$ cat src/sv/mtu_pkg.sv
// shared types, constants and helpers for the mac to uuid v5 core
package mtu_pkg;

	typedef logic [31:0] word_t;

	localparam int UUID_CHARS = 36;
	localparam int ROUNDS = 80;

	localparam word_t H0 = 32'h67452301;
	localparam word_t H1 = 32'hEFCDAB89;
	localparam word_t H2 = 32'h98BADCFE;
	localparam word_t H3 = 32'h10325476;
	localparam word_t H4 = 32'hC3D2E1F0;

	localparam word_t K0 = 32'h5A827999;
	localparam word_t K1 = 32'h6ED9EBA1;
	localparam word_t K2 = 32'h8F1BBCDC;
	localparam word_t K3 = 32'hCA62C1D6;

	// dns namespace uuid 6ba7b810-9dad-11d1-80b4-00c04fd430c8
	localparam logic [127:0] DNS_SPACE = 128'h6ba7b8109dad11d180b400c04fd430c8;

	// padding word after the 28-byte name and the length word (224 bits)
	localparam word_t PAD_WORD = 32'h80000000;
	localparam word_t LEN_WORD = 32'h000000E0;

	localparam logic [6:0] CHAR_DASH = 7'h2D;
	localparam logic [3:0] UUID_VERSION = 4'h5;
	localparam logic [1:0] UUID_VARIANT = 2'b10;

	// sequencer states of the top level
	localparam logic [1:0] ST_IDLE = 2'd0;
	localparam logic [1:0] ST_HASH = 2'd1;
	localparam logic [1:0] ST_EMIT = 2'd2;

	typedef struct packed {
		logic       valid;
		logic [6:0] ch;
		logic       last;
	} txt_out_t;

	function automatic logic [6:0] hex_lower(input logic [3:0] nib);
		logic [6:0] v;
		v = {3'b000, nib};
		if (nib < 4'd10) begin
			hex_lower = 7'h30 + v;
		end else begin
			hex_lower = 7'h57 + v;
		end
	endfunction

	function automatic word_t rotl(input word_t x, input int n);
		rotl = (x << n) | (x >> (32 - n));
	endfunction

endpackage

$ cat src/sv/mtu_sha1.sv
// single-block sha-1 engine, one round per cycle on a shared round unit
module mtu_sha1 import mtu_pkg::*; (
	input  logic         clk,
	input  logic         arst_n,
	input  logic         start,
	input  logic [511:0] blk,
	output logic         done,
	output logic [127:0] digest
);

	word_t       a_q, b_q, c_q, d_q, e_q;
	word_t       w_q [16];
	logic [6:0]  rnd_q;
	logic        run_q;
	logic        fin_q;
	logic        done_q;
	logic [127:0] digest_q;

	word_t f;
	word_t k;
	word_t tmp;
	word_t w_new;

	always_comb begin
		if (rnd_q < 7'd20) begin
			f = (b_q & c_q) | (~b_q & d_q);
			k = K0;
		end else if (rnd_q < 7'd40) begin
			f = b_q ^ c_q ^ d_q;
			k = K1;
		end else if (rnd_q < 7'd60) begin
			f = (b_q & c_q) | (b_q & d_q) | (c_q & d_q);
			k = K2;
		end else begin
			f = b_q ^ c_q ^ d_q;
			k = K3;
		end
		tmp = rotl(a_q, 5) + f + e_q + k + w_q[0];
		w_new = rotl(w_q[13] ^ w_q[8] ^ w_q[2] ^ w_q[0], 1);
	end

	always_ff @(posedge clk or negedge arst_n) begin
		if (!arst_n) begin
			run_q  <= 1'b0;
			fin_q  <= 1'b0;
			done_q <= 1'b0;
			rnd_q  <= '0;
		end else begin
			done_q <= fin_q;
			fin_q  <= 1'b0;
			if (start) begin
				run_q <= 1'b1;
				rnd_q <= '0;
			end else if (run_q) begin
				rnd_q <= rnd_q + 7'd1;
				if (rnd_q == 7'(ROUNDS - 1)) begin
					run_q <= 1'b0;
					fin_q <= 1'b1;
				end
			end
		end
	end

	always_ff @(posedge clk) begin
		if (start) begin
			a_q <= H0;
			b_q <= H1;
			c_q <= H2;
			d_q <= H3;
			e_q <= H4;
			for (int i = 0; i < 16; i++) begin
				w_q[i] <= blk[511 - 32 * i -: 32];
			end
		end else if (run_q) begin
			a_q <= tmp;
			b_q <= a_q;
			c_q <= rotl(b_q, 30);
			d_q <= c_q;
			e_q <= d_q;
			for (int i = 0; i < 15; i++) begin
				w_q[i] <= w_q[i + 1];
			end
			w_q[15] <= w_new;
		end
		if (fin_q) begin
			digest_q <= {a_q + H0, b_q + H1, c_q + H2, d_q + H3};
		end
	end

	assign done   = done_q;
	assign digest = digest_q;

endmodule

$ cat src/sv/mtu_text.sv
// formats a 128-bit uuid as 36 characters: 32 lowercase hex digits and four dashes
module mtu_text import mtu_pkg::*; (
	input  logic         clk,
	input  logic         arst_n,
	input  logic         start,
	input  logic [127:0] uuid,
	output txt_out_t     txt
);

	logic [127:0] sh_q;
	logic [5:0]   pos_q;
	logic         act_q;
	logic         valid_q;
	logic [6:0]   ch_q;
	logic         last_q;
	logic         dash;

	always_comb begin
		dash = pos_q inside {6'd8, 6'd13, 6'd18, 6'd23};
	end

	always_ff @(posedge clk or negedge arst_n) begin
		if (!arst_n) begin
			act_q   <= 1'b0;
			pos_q   <= '0;
			valid_q <= 1'b0;
		end else begin
			valid_q <= act_q;
			if (start) begin
				act_q <= 1'b1;
				pos_q <= '0;
			end else if (act_q) begin
				pos_q <= pos_q + 6'd1;
				if (pos_q == 6'(UUID_CHARS - 1)) begin
					act_q <= 1'b0;
				end
			end
		end
	end

	always_ff @(posedge clk) begin
		if (start) begin
			sh_q <= uuid;
		end else if (act_q && !dash) begin
			sh_q <= {sh_q[123:0], 4'h0};
		end
		ch_q   <= dash ? CHAR_DASH : hex_lower(sh_q[127:124]);
		last_q <= (pos_q == 6'(UUID_CHARS - 1));
	end

	assign txt = {valid_q, ch_q, last_q};

endmodule

$ cat src/sv/mac_to_uuid_v5_core.sv
// top level: mac address in, name-based version 5 uuid text out
//
// a word is accepted on a rising edge with start high and busy low; the
// 48-bit mac_address is sampled there, first byte in bits 47..40
// busy stays high from that edge until the last character has been shown
// the block hashes the dns namespace uuid followed by the mac as 12 hex
// digits with sha-1, one round per cycle on a single round unit, then
// registers the final additions and sets the version/variant bits
// the uuid text then comes out as 36 words, one per cycle, each marked by
// valid for exactly one cycle; last_char is high on the final one
// the first character follows the registered digest through the text
// formatter; a new word can be taken only once busy has fallen after the
// last character of the previous one
// the receiver cannot stall the output: every valid word is taken as shown
// reset clears the sequencer and valid, not last_char; in-flight items drop
module mac_to_uuid_v5_core import mtu_pkg::*; (
	input  logic        clk,
	input  logic        arst_n,
	input  logic        start,
	output logic        busy,
	input  logic [47:0] mac_address,
	output logic        valid,
	output logic [6:0]  text_char,
	output logic        last_char
);

	logic [1:0]   state_q;
	logic [95:0]  mac_txt;
	logic [511:0] blk;
	logic         accept;
	logic         sha_done;
	logic [127:0] digest;
	logic [127:0] uuid;
	txt_out_t     txt;

	assign accept = start && (state_q == ST_IDLE);

	always_comb begin
		for (int j = 0; j < 12; j++) begin
			mac_txt[95 - 8 * j -: 8] = {1'b0, hex_lower(mac_address[47 - 4 * j -: 4])};
		end
		blk = {DNS_SPACE, mac_txt, PAD_WORD, 224'b0, LEN_WORD};
	end

	mtu_sha1 u_sha1 (
		.clk    (clk),
		.arst_n (arst_n),
		.start  (accept),
		.blk    (blk),
		.done   (sha_done),
		.digest (digest)
	);

	// version nibble in byte 6, variant bits in byte 8
	always_comb begin
		uuid = digest;
		uuid[79:76] = UUID_VERSION;
		uuid[63:62] = UUID_VARIANT;
	end

	mtu_text u_text (
		.clk    (clk),
		.arst_n (arst_n),
		.start  (sha_done),
		.uuid   (uuid),
		.txt    (txt)
	);

	always_ff @(posedge clk or negedge arst_n) begin
		if (!arst_n) begin
			state_q <= ST_IDLE;
		end else begin
			case (state_q)
				ST_IDLE: begin
					if (start) begin
						state_q <= ST_HASH;
					end
				end
				ST_HASH: begin
					if (sha_done) begin
						state_q <= ST_EMIT;
					end
				end
				ST_EMIT: begin
					if (txt.valid && txt.last) begin
						state_q <= ST_IDLE;
					end
				end
				default: begin
					state_q <= ST_IDLE;
				end
			endcase
		end
	end

	assign busy      = (state_q != ST_IDLE);
	assign valid     = txt.valid;
	assign text_char = txt.ch;
	assign last_char = txt.last;

endmodule
$ cat config.mk
export PLATFORM = sky130hd
export DESIGN_NAME = mac_to_uuid_v5_core
export DESIGN_NICKNAME = d
export VERILOG_FILES = /design/src/sv/mtu_pkg.sv /design/src/sv/mtu_sha1.sv /design/src/sv/mtu_text.sv /design/src/sv/mac_to_uuid_v5_core.sv
export SDC_FILE = /design/constraint.sdc
export NUM_CORES = 2
export LEC_CHECK = 0
export CORE_MARGIN = 5
export CORE_UTILIZATION = 50
export CTS_BUF_LIST = sky130_fd_sc_hd__clkbuf_8
export DETAILED_ROUTE_END_ITERATION = 12
export DONT_BUFFER_PORTS = 1
export PLACE_DENSITY = 0.69
export SLEW_MARGIN = 20
export SYNTH_ARGS = -nofsm -noshare
export SYNTH_HDL_FRONTEND = slang
export SYNTH_SLANG_ARGS = --single-unit
$ cat constraint.sdc
create_clock -name clk -period 22.4 [get_ports clk]
set_input_delay 3.36 -clock clk [delete_from_list [all_inputs] [get_ports clk]]
set_output_delay 3.36 -clock clk [all_outputs]
set_load 0.005 [all_outputs]
# Word level (Yosys, flattened, before mapping)

Memories as Yosys holds them, arrays and structs flattened.
Cells that the tools add are included.

Register bits after elaboration: 444
Bits in latches: 0
Memory bits (writable): 512
Bits in read-only memories: 0
Input port bits: 51
Output and inout bits: 10
Logic and storage cells: 184
Memories kept: 1

Memories:

| memory     | words | bits a word | read ports | clocked after memory_dff | wr ports | line           | text |
|---|---|---|---|---|---|---|---|
| u_sha1.w_q | 16    | 32          | 16         | 0                        | 16       | mtu_sha1.sv:12 | `word_t w_q [16];` |

Add/sub/neg operators: 36
Multipliers: 0
Divide/modulo/power cells: 0
$lt $le $gt $ge: 16
Equal/unequal tests: 11
Shift operators: 0
Mux-type cells: 59
Bitwise logic cells: 32
Reduce and logical (&&, ||, !) cells: 11

Operator list:

| operator                 | number |
|---|---|
| $mux W32                 | 21 |
| $mux W128                | 2 |
| $xor A32 B32 Y32         | 5 |
| $add A32 B32 Y32         | 4 |
| $and A32 B32 Y32         | 4 |
| $mux W7                  | 15 |
| $or A32 B32 Y32          | 3 |
| $add A6 B4 Y7 const A    | 13 |
| $add A7 B4 Y7 const A    | 13 |
| $add A32 B32 Y32 const B | 2 |
| $lt A4 B4 Y1 const B     | 13 |
| $add A32 B29 Y32 const B | 1 |
| $add A32 B31 Y32 const B | 1 |
| $not A32 Y32             | 1 |
| $or A32 B1 Y32           | 1 |
| $or A32 B30 Y32          | 1 |
| $or A32 B5 Y32           | 1 |
| $mux W31                 | 1 |
| $or A1 B1 Y1             | 16 |
| $lt A7 B6 Y1 const B     | 2 |
| $mux W1                  | 14 |
| $eq A6 B4 Y1 const B     | 2 |
| $eq A6 B5 Y1 const B     | 2 |
| $mux W6                  | 2 |
| 17 further kinds         | 25 |

# Longest topological paths before layout

Word-level depth: 10
Gate-level depth with buffers: 24
Mapped depth without buffers: 21

# By module

Synthesis repeated with hierarchy kept, for this count alone.

Cell total of the unflattened synthesis: 4075
Area total of the unflattened synthesis: 47120.2 um^2

Modules (own cells, without submodules):

| module              | times used | cells each | area an instance (um^2) | seq. area each (um^2) |
|---|---|---|---|---|
| mtu_sha1            | 1          | 3554       | 39888.3                 | 22671.7 |
| mtu_text            | 1          | 343        | 6118.4                  | 4204.0 |
| mac_to_uuid_v5_core | 1          | 178        | 1113.6                  | 50.0 |

# Worst setup path before layout

No wires, ideal clock.

Path kind: input to register
Start point: input port start
End point: memory u_sha1.w_q[0][0] in the netlist's numbering, enable pin
Library setup time: 859 ps
Arrival: 13759 ps
Required time: 21541 ps
Setup slack: 7782 ps
Stages on the path: 4
Buffers on the path: 1
Path through: and2_1 clkbuf_1 nor2_1 inv_1

RTL lines:

| what        | line                      | text |
|---|---|---|
| from (decl) | mac_to_uuid_v5_core.sv:19 | `input logic start,` |
| to (decl)   | mtu_sha1.sv:12            |  |

# Worst setup path after layout

Start point: register u_sha1.rnd_q[4]
End point: register u_sha1.a_q[23]

Cells in the longest elaborated chain, start to end: 8
Elaborated cells on any way between the ends: 13
Classes of those cells: add/sub (4); order compare (3); mux (6)

RTL lines:

| what                               | line           | text |
|---|---|---|
| from (decl)                        | mtu_sha1.sv:13 | `logic [6:0] rnd_q;` |
| from (signal assigned)             | mtu_sha1.sv:55 | `rnd_q <= rnd_q + 7'd1;` |
| $lt A7 B6 Y1                       | mtu_sha1.sv:31 | `end else if (rnd_q < 7'd60) begin` |
| $mux W32                           | mtu_sha1.sv:31 |  |
| $mux W32                           | mtu_sha1.sv:28 | `end else if (rnd_q < 7'd40) begin` |
| $mux W32                           | mtu_sha1.sv:25 | `if (rnd_q < 7'd20) begin` |
| $add A32 B32 Y32 (2 in series)     | mtu_sha1.sv:38 | `tmp = rotl(a_q, 5) + f + e_q + k + w_q[0];` |
| $add A32 B32 Y32 (*) (2 in series) | mtu_sha1.sv:38 |  |
| to (signal assigned)               | mtu_sha1.sv:75 | `a_q <= tmp;` |
| to (decl)                          | mtu_sha1.sv:11 | `word_t a_q, b_q, c_q, d_q, e_q;` |

Mark *: on every way between the ends. The rest lies on a longest branch, timed or not.
A chain may end at the register's enable or synchronous reset.

==> metrics.yaml <==
yosys:
  synth.distinct_cells: 76
  synth_compound_area_share_pct: 8.44
  synth_area_leader_cell: "edfxtp_1"
  synth_nets: 3707
  ys_async_sr_fraction_pct: 2.11
  synth_edf_count: 756
  netlist_area_sq_um: 44000
  yosys.area_share.simple_pct: 11.6
  synth-xor-area-share_pct: 4.85
  yosysMostFrequentCell: "edfxtp_1"
  yosys-top-cells-area: "edfxtp_1 (52%), dfxtp_1 (7.9%), fa_1 (5.3%)"
  syn-instance-count: 3478
  synth-main-ff-cell: "edfxtp_1"
  yosysSeqAreaShare_pct: 60.6
  synth_top_family_by_area: "simple AND/OR/NAND/NOR gates"
  synth_fa_ha_area_share_pct: 7.04
  synth-seq-cells: 950
  synth_warnings: 0
  synth.avg_cell_area_sq_um: 12.7
  ys_top_cells_by_count: "edfxtp_1 (756), nor2_1 (233), inv_1 (214), nand2_1 (206), and3_1 (190)"
  synth_top_area_share_pct: 51.6
  synth_mux_area_share_pct: 3.82
clock_network:
  clk_pin_slew_ns: 0.06
  clk_latency_ns: 0.81
  hold_buffers: 0
  cts_sinks: 950
  postCtsResizedCells: 0
  h-tree-depth: 4
  cts_tree: "done"
  clock_path_buffers: 3
  root_buffer: "clkbuf_8"
  cts_made_buffers: 156
  post-cts-setup-buffer-count: 0
floorplan:
  die_y_um: 307
  coreArea_sq_um: 87000
  pin_count: 61
  start_util_pct: 50.6
  die_w_um: 307
  die-area_sq_um: 94100
  placementRows: 108
worst_hold_path:
  hold_class: "flop to flop"
  min_to: "state_q[0]"
  min_from: "state_q[1]"
  hold_depth: 1
sta:
  finClkSkew_ns: 0.0373
  rsz0062_at_grt: "no"
  worst_slew_pin_slew_ns: 1.13
  drv_slew: 0
  slew-limit-headroom_pct: 24.7
  finalSetupViolations: 0
  finalSetupTns_ns: 0
  finalHoldViolCount: 0
  fin_crit_sh_pct: 30.2
  final.min_clock_period_ns: 6.76
  fmax_mhz: 148
critical_path:
  crit_fanout: 23
  critical_path.slowest_cell: "inv_1"
  end_kind: "flop"
  worstPathRequired_ns: 23.07
  r2r_slack_ns: 15.64
  cp_cell_sequence: "a41o_1 > or2_1 > buf_4 > nand2_2 > inv_1 > a221oi_1 > fa_1 > inv_1 > fa_1 > inv_1 > fa_1 > inv_1 > ha_1 > nand3_1 > nor4_2 > o21bai_1 > a2111oi_1 > a31oi_1 > mux2i_1 > nand2_1"
  r2r_start: "u_sha1.rnd_q[4]"
  cp.arrival_ns: 7.43
  crit_family: "adder cells"
  cpPeakStageDelay_ns: 0.60
  r2r_cells: 20
  path_class: "flop to flop"
  cp.buffers_inverters: 5
  r2r_end: "u_sha1.a_q[23]"
  cp_common_cell: "inv_1"
  cp-start-kind: "flop"
layout:
  multi_input_area_sq_um: 15800
  fin_cells: 4733
  area_growth_pct: 8.76
  layout.nets: 3677
  final_util_pct: 55.0
  fillCellCount: 7226
  seqCellArea_sq_um: 26700
  finalInstanceArea_sq_um: 47900
  drive_gt1_share_pct: 7.24
run:
  cap_violations: 0
drt:
  num_vias: 26400
  drc: 0
  ant_nets: 0
  drt_iter0_markers: 2761
  vias_per_cell: 5.58
  wl_um: 99500
  drtPass1Iterations: 6
  wl_per_cell_um: 21.0
placement:
  dpl.cell_count: 4445
  gp_congestion: 0.884
  hpwl_um: 63900
  place_area_sq_um: 44900
  port_buffers: 0
global_route:
  grt_max_degree: 206
  grt_pass1_vias: 25700
  grt_overflow: 0
  grt_antenna_before_repair: 1
  grt_pass1_wl_um: 152000
  gr-usage-all-layers_pct: 20.9
outcome:
  outcome: "completed"
==> worst register-to-register path: stages, from the launching register on <==
cell and delay (ns):
dfrtp_1 0.46, a41o_1 0.58, or2_1 0.18, buf_4 0.32, nand2_2 0.40, inv_1 0.60, a221oi_1 0.22, fa_1 0.54
inv_1 0.06, fa_1 0.50, inv_1 0.06, fa_1 0.54, inv_1 0.04, ha_1 0.35, nand3_1 0.17, nor4_2 0.49
o21bai_1 0.17, a2111oi_1 0.56, a31oi_1 0.19, mux2i_1 0.17, nand2_1 0.06
==> logic make-up after synthesis <==
group / count (synthesis)
flip-flops: 950
buffers and inverters: 427
AO/OA/AOI/OAI: 520
multiplexers: 168
XOR/XNOR: 244
AND/OR/NAND/NOR: 990
other: 1
adder cells (fa/ha/maj): 178
==> cell type report <==
cell class              count  share of cell area (%)
flip-flops and latches    950                    55.7
multi-input cells        2101                    32.9
clock buffers             166                    4.77
well taps                1155                    3.02
inverters                 215                    1.71
clock inverters           120                    1.42
repair buffers             24                   0.436
diodes                      2                  0.0105
==> metal layers <==
metal / up-vias / global-route usage [%] / part of all wire [%]
met3: 219 / 5.33 / 6.6
met5: - / 0 / 0
met1: 13000 / 28.6 / 44
li1: 12400 / - / -
met4: 0 / 9.11 / 4.2
met2: 766 / 31.9 / 46
==> registers in the layout, summed over array words and instances, names as in the netlist, 2 cells and up <==
name and count:
u_sha1.w_q 512, u_text.sh_q 128, u_sha1.digest 122, u_sha1.a_q 32
u_sha1.b_q 32, u_sha1.c_q 32, u_sha1.d_q 32, u_sha1.e_q 32
u_sha1.rnd_q 7, u_text.ch_q 7, u_text.pos_q 6, state_q 2
==> stage by stage <==
step | hold slack [ns] | setup slack (ns)
floorplan | 0.352 | 7.78
global route | 0.491 | 15.22
global placement | 0.458 | 15.87
finish | 0.476 | 15.64
CTS | 0.474 | 15.69
detailed placement | 0.466 | 15.72
==> cells in the final DEF, fill, tap and decap left out, types with 121 or more instances in the layout <==
master	instances
inv_1	271
dfxtp_1	174
clkbuf_8	166
a22o_1	121
xnor2_1	186
and2_1	172
nand2_1	204
edfxtp_1	756
nor2_1	231
mux2i_1	168
and3_1	190
==> worst max-delay path by stage <==
| stage | depth (start not counted) | from | endpoint |
|---|---|---|---|
| detailed placement | 20 | u_sha1.rnd_q[4] | u_sha1.a_q[23] |
| CTS | 20 | u_sha1.rnd_q[4] | u_sha1.a_q[23] |
| finish | 20 | u_sha1.rnd_q[4] | u_sha1.a_q[23] |
| global placement | 21 | u_sha1.rnd_q[3] | u_sha1.a_q[31] |
| floorplan | 4 | start | u_sha1.w_q[0][0] |
| global route | 20 | u_sha1.rnd_q[4] | u_sha1.a_q[23] |
Power is left out: the tool's default activity adds up to more than one toggle a clock period on the data nets, which glitch-free logic cannot reach.
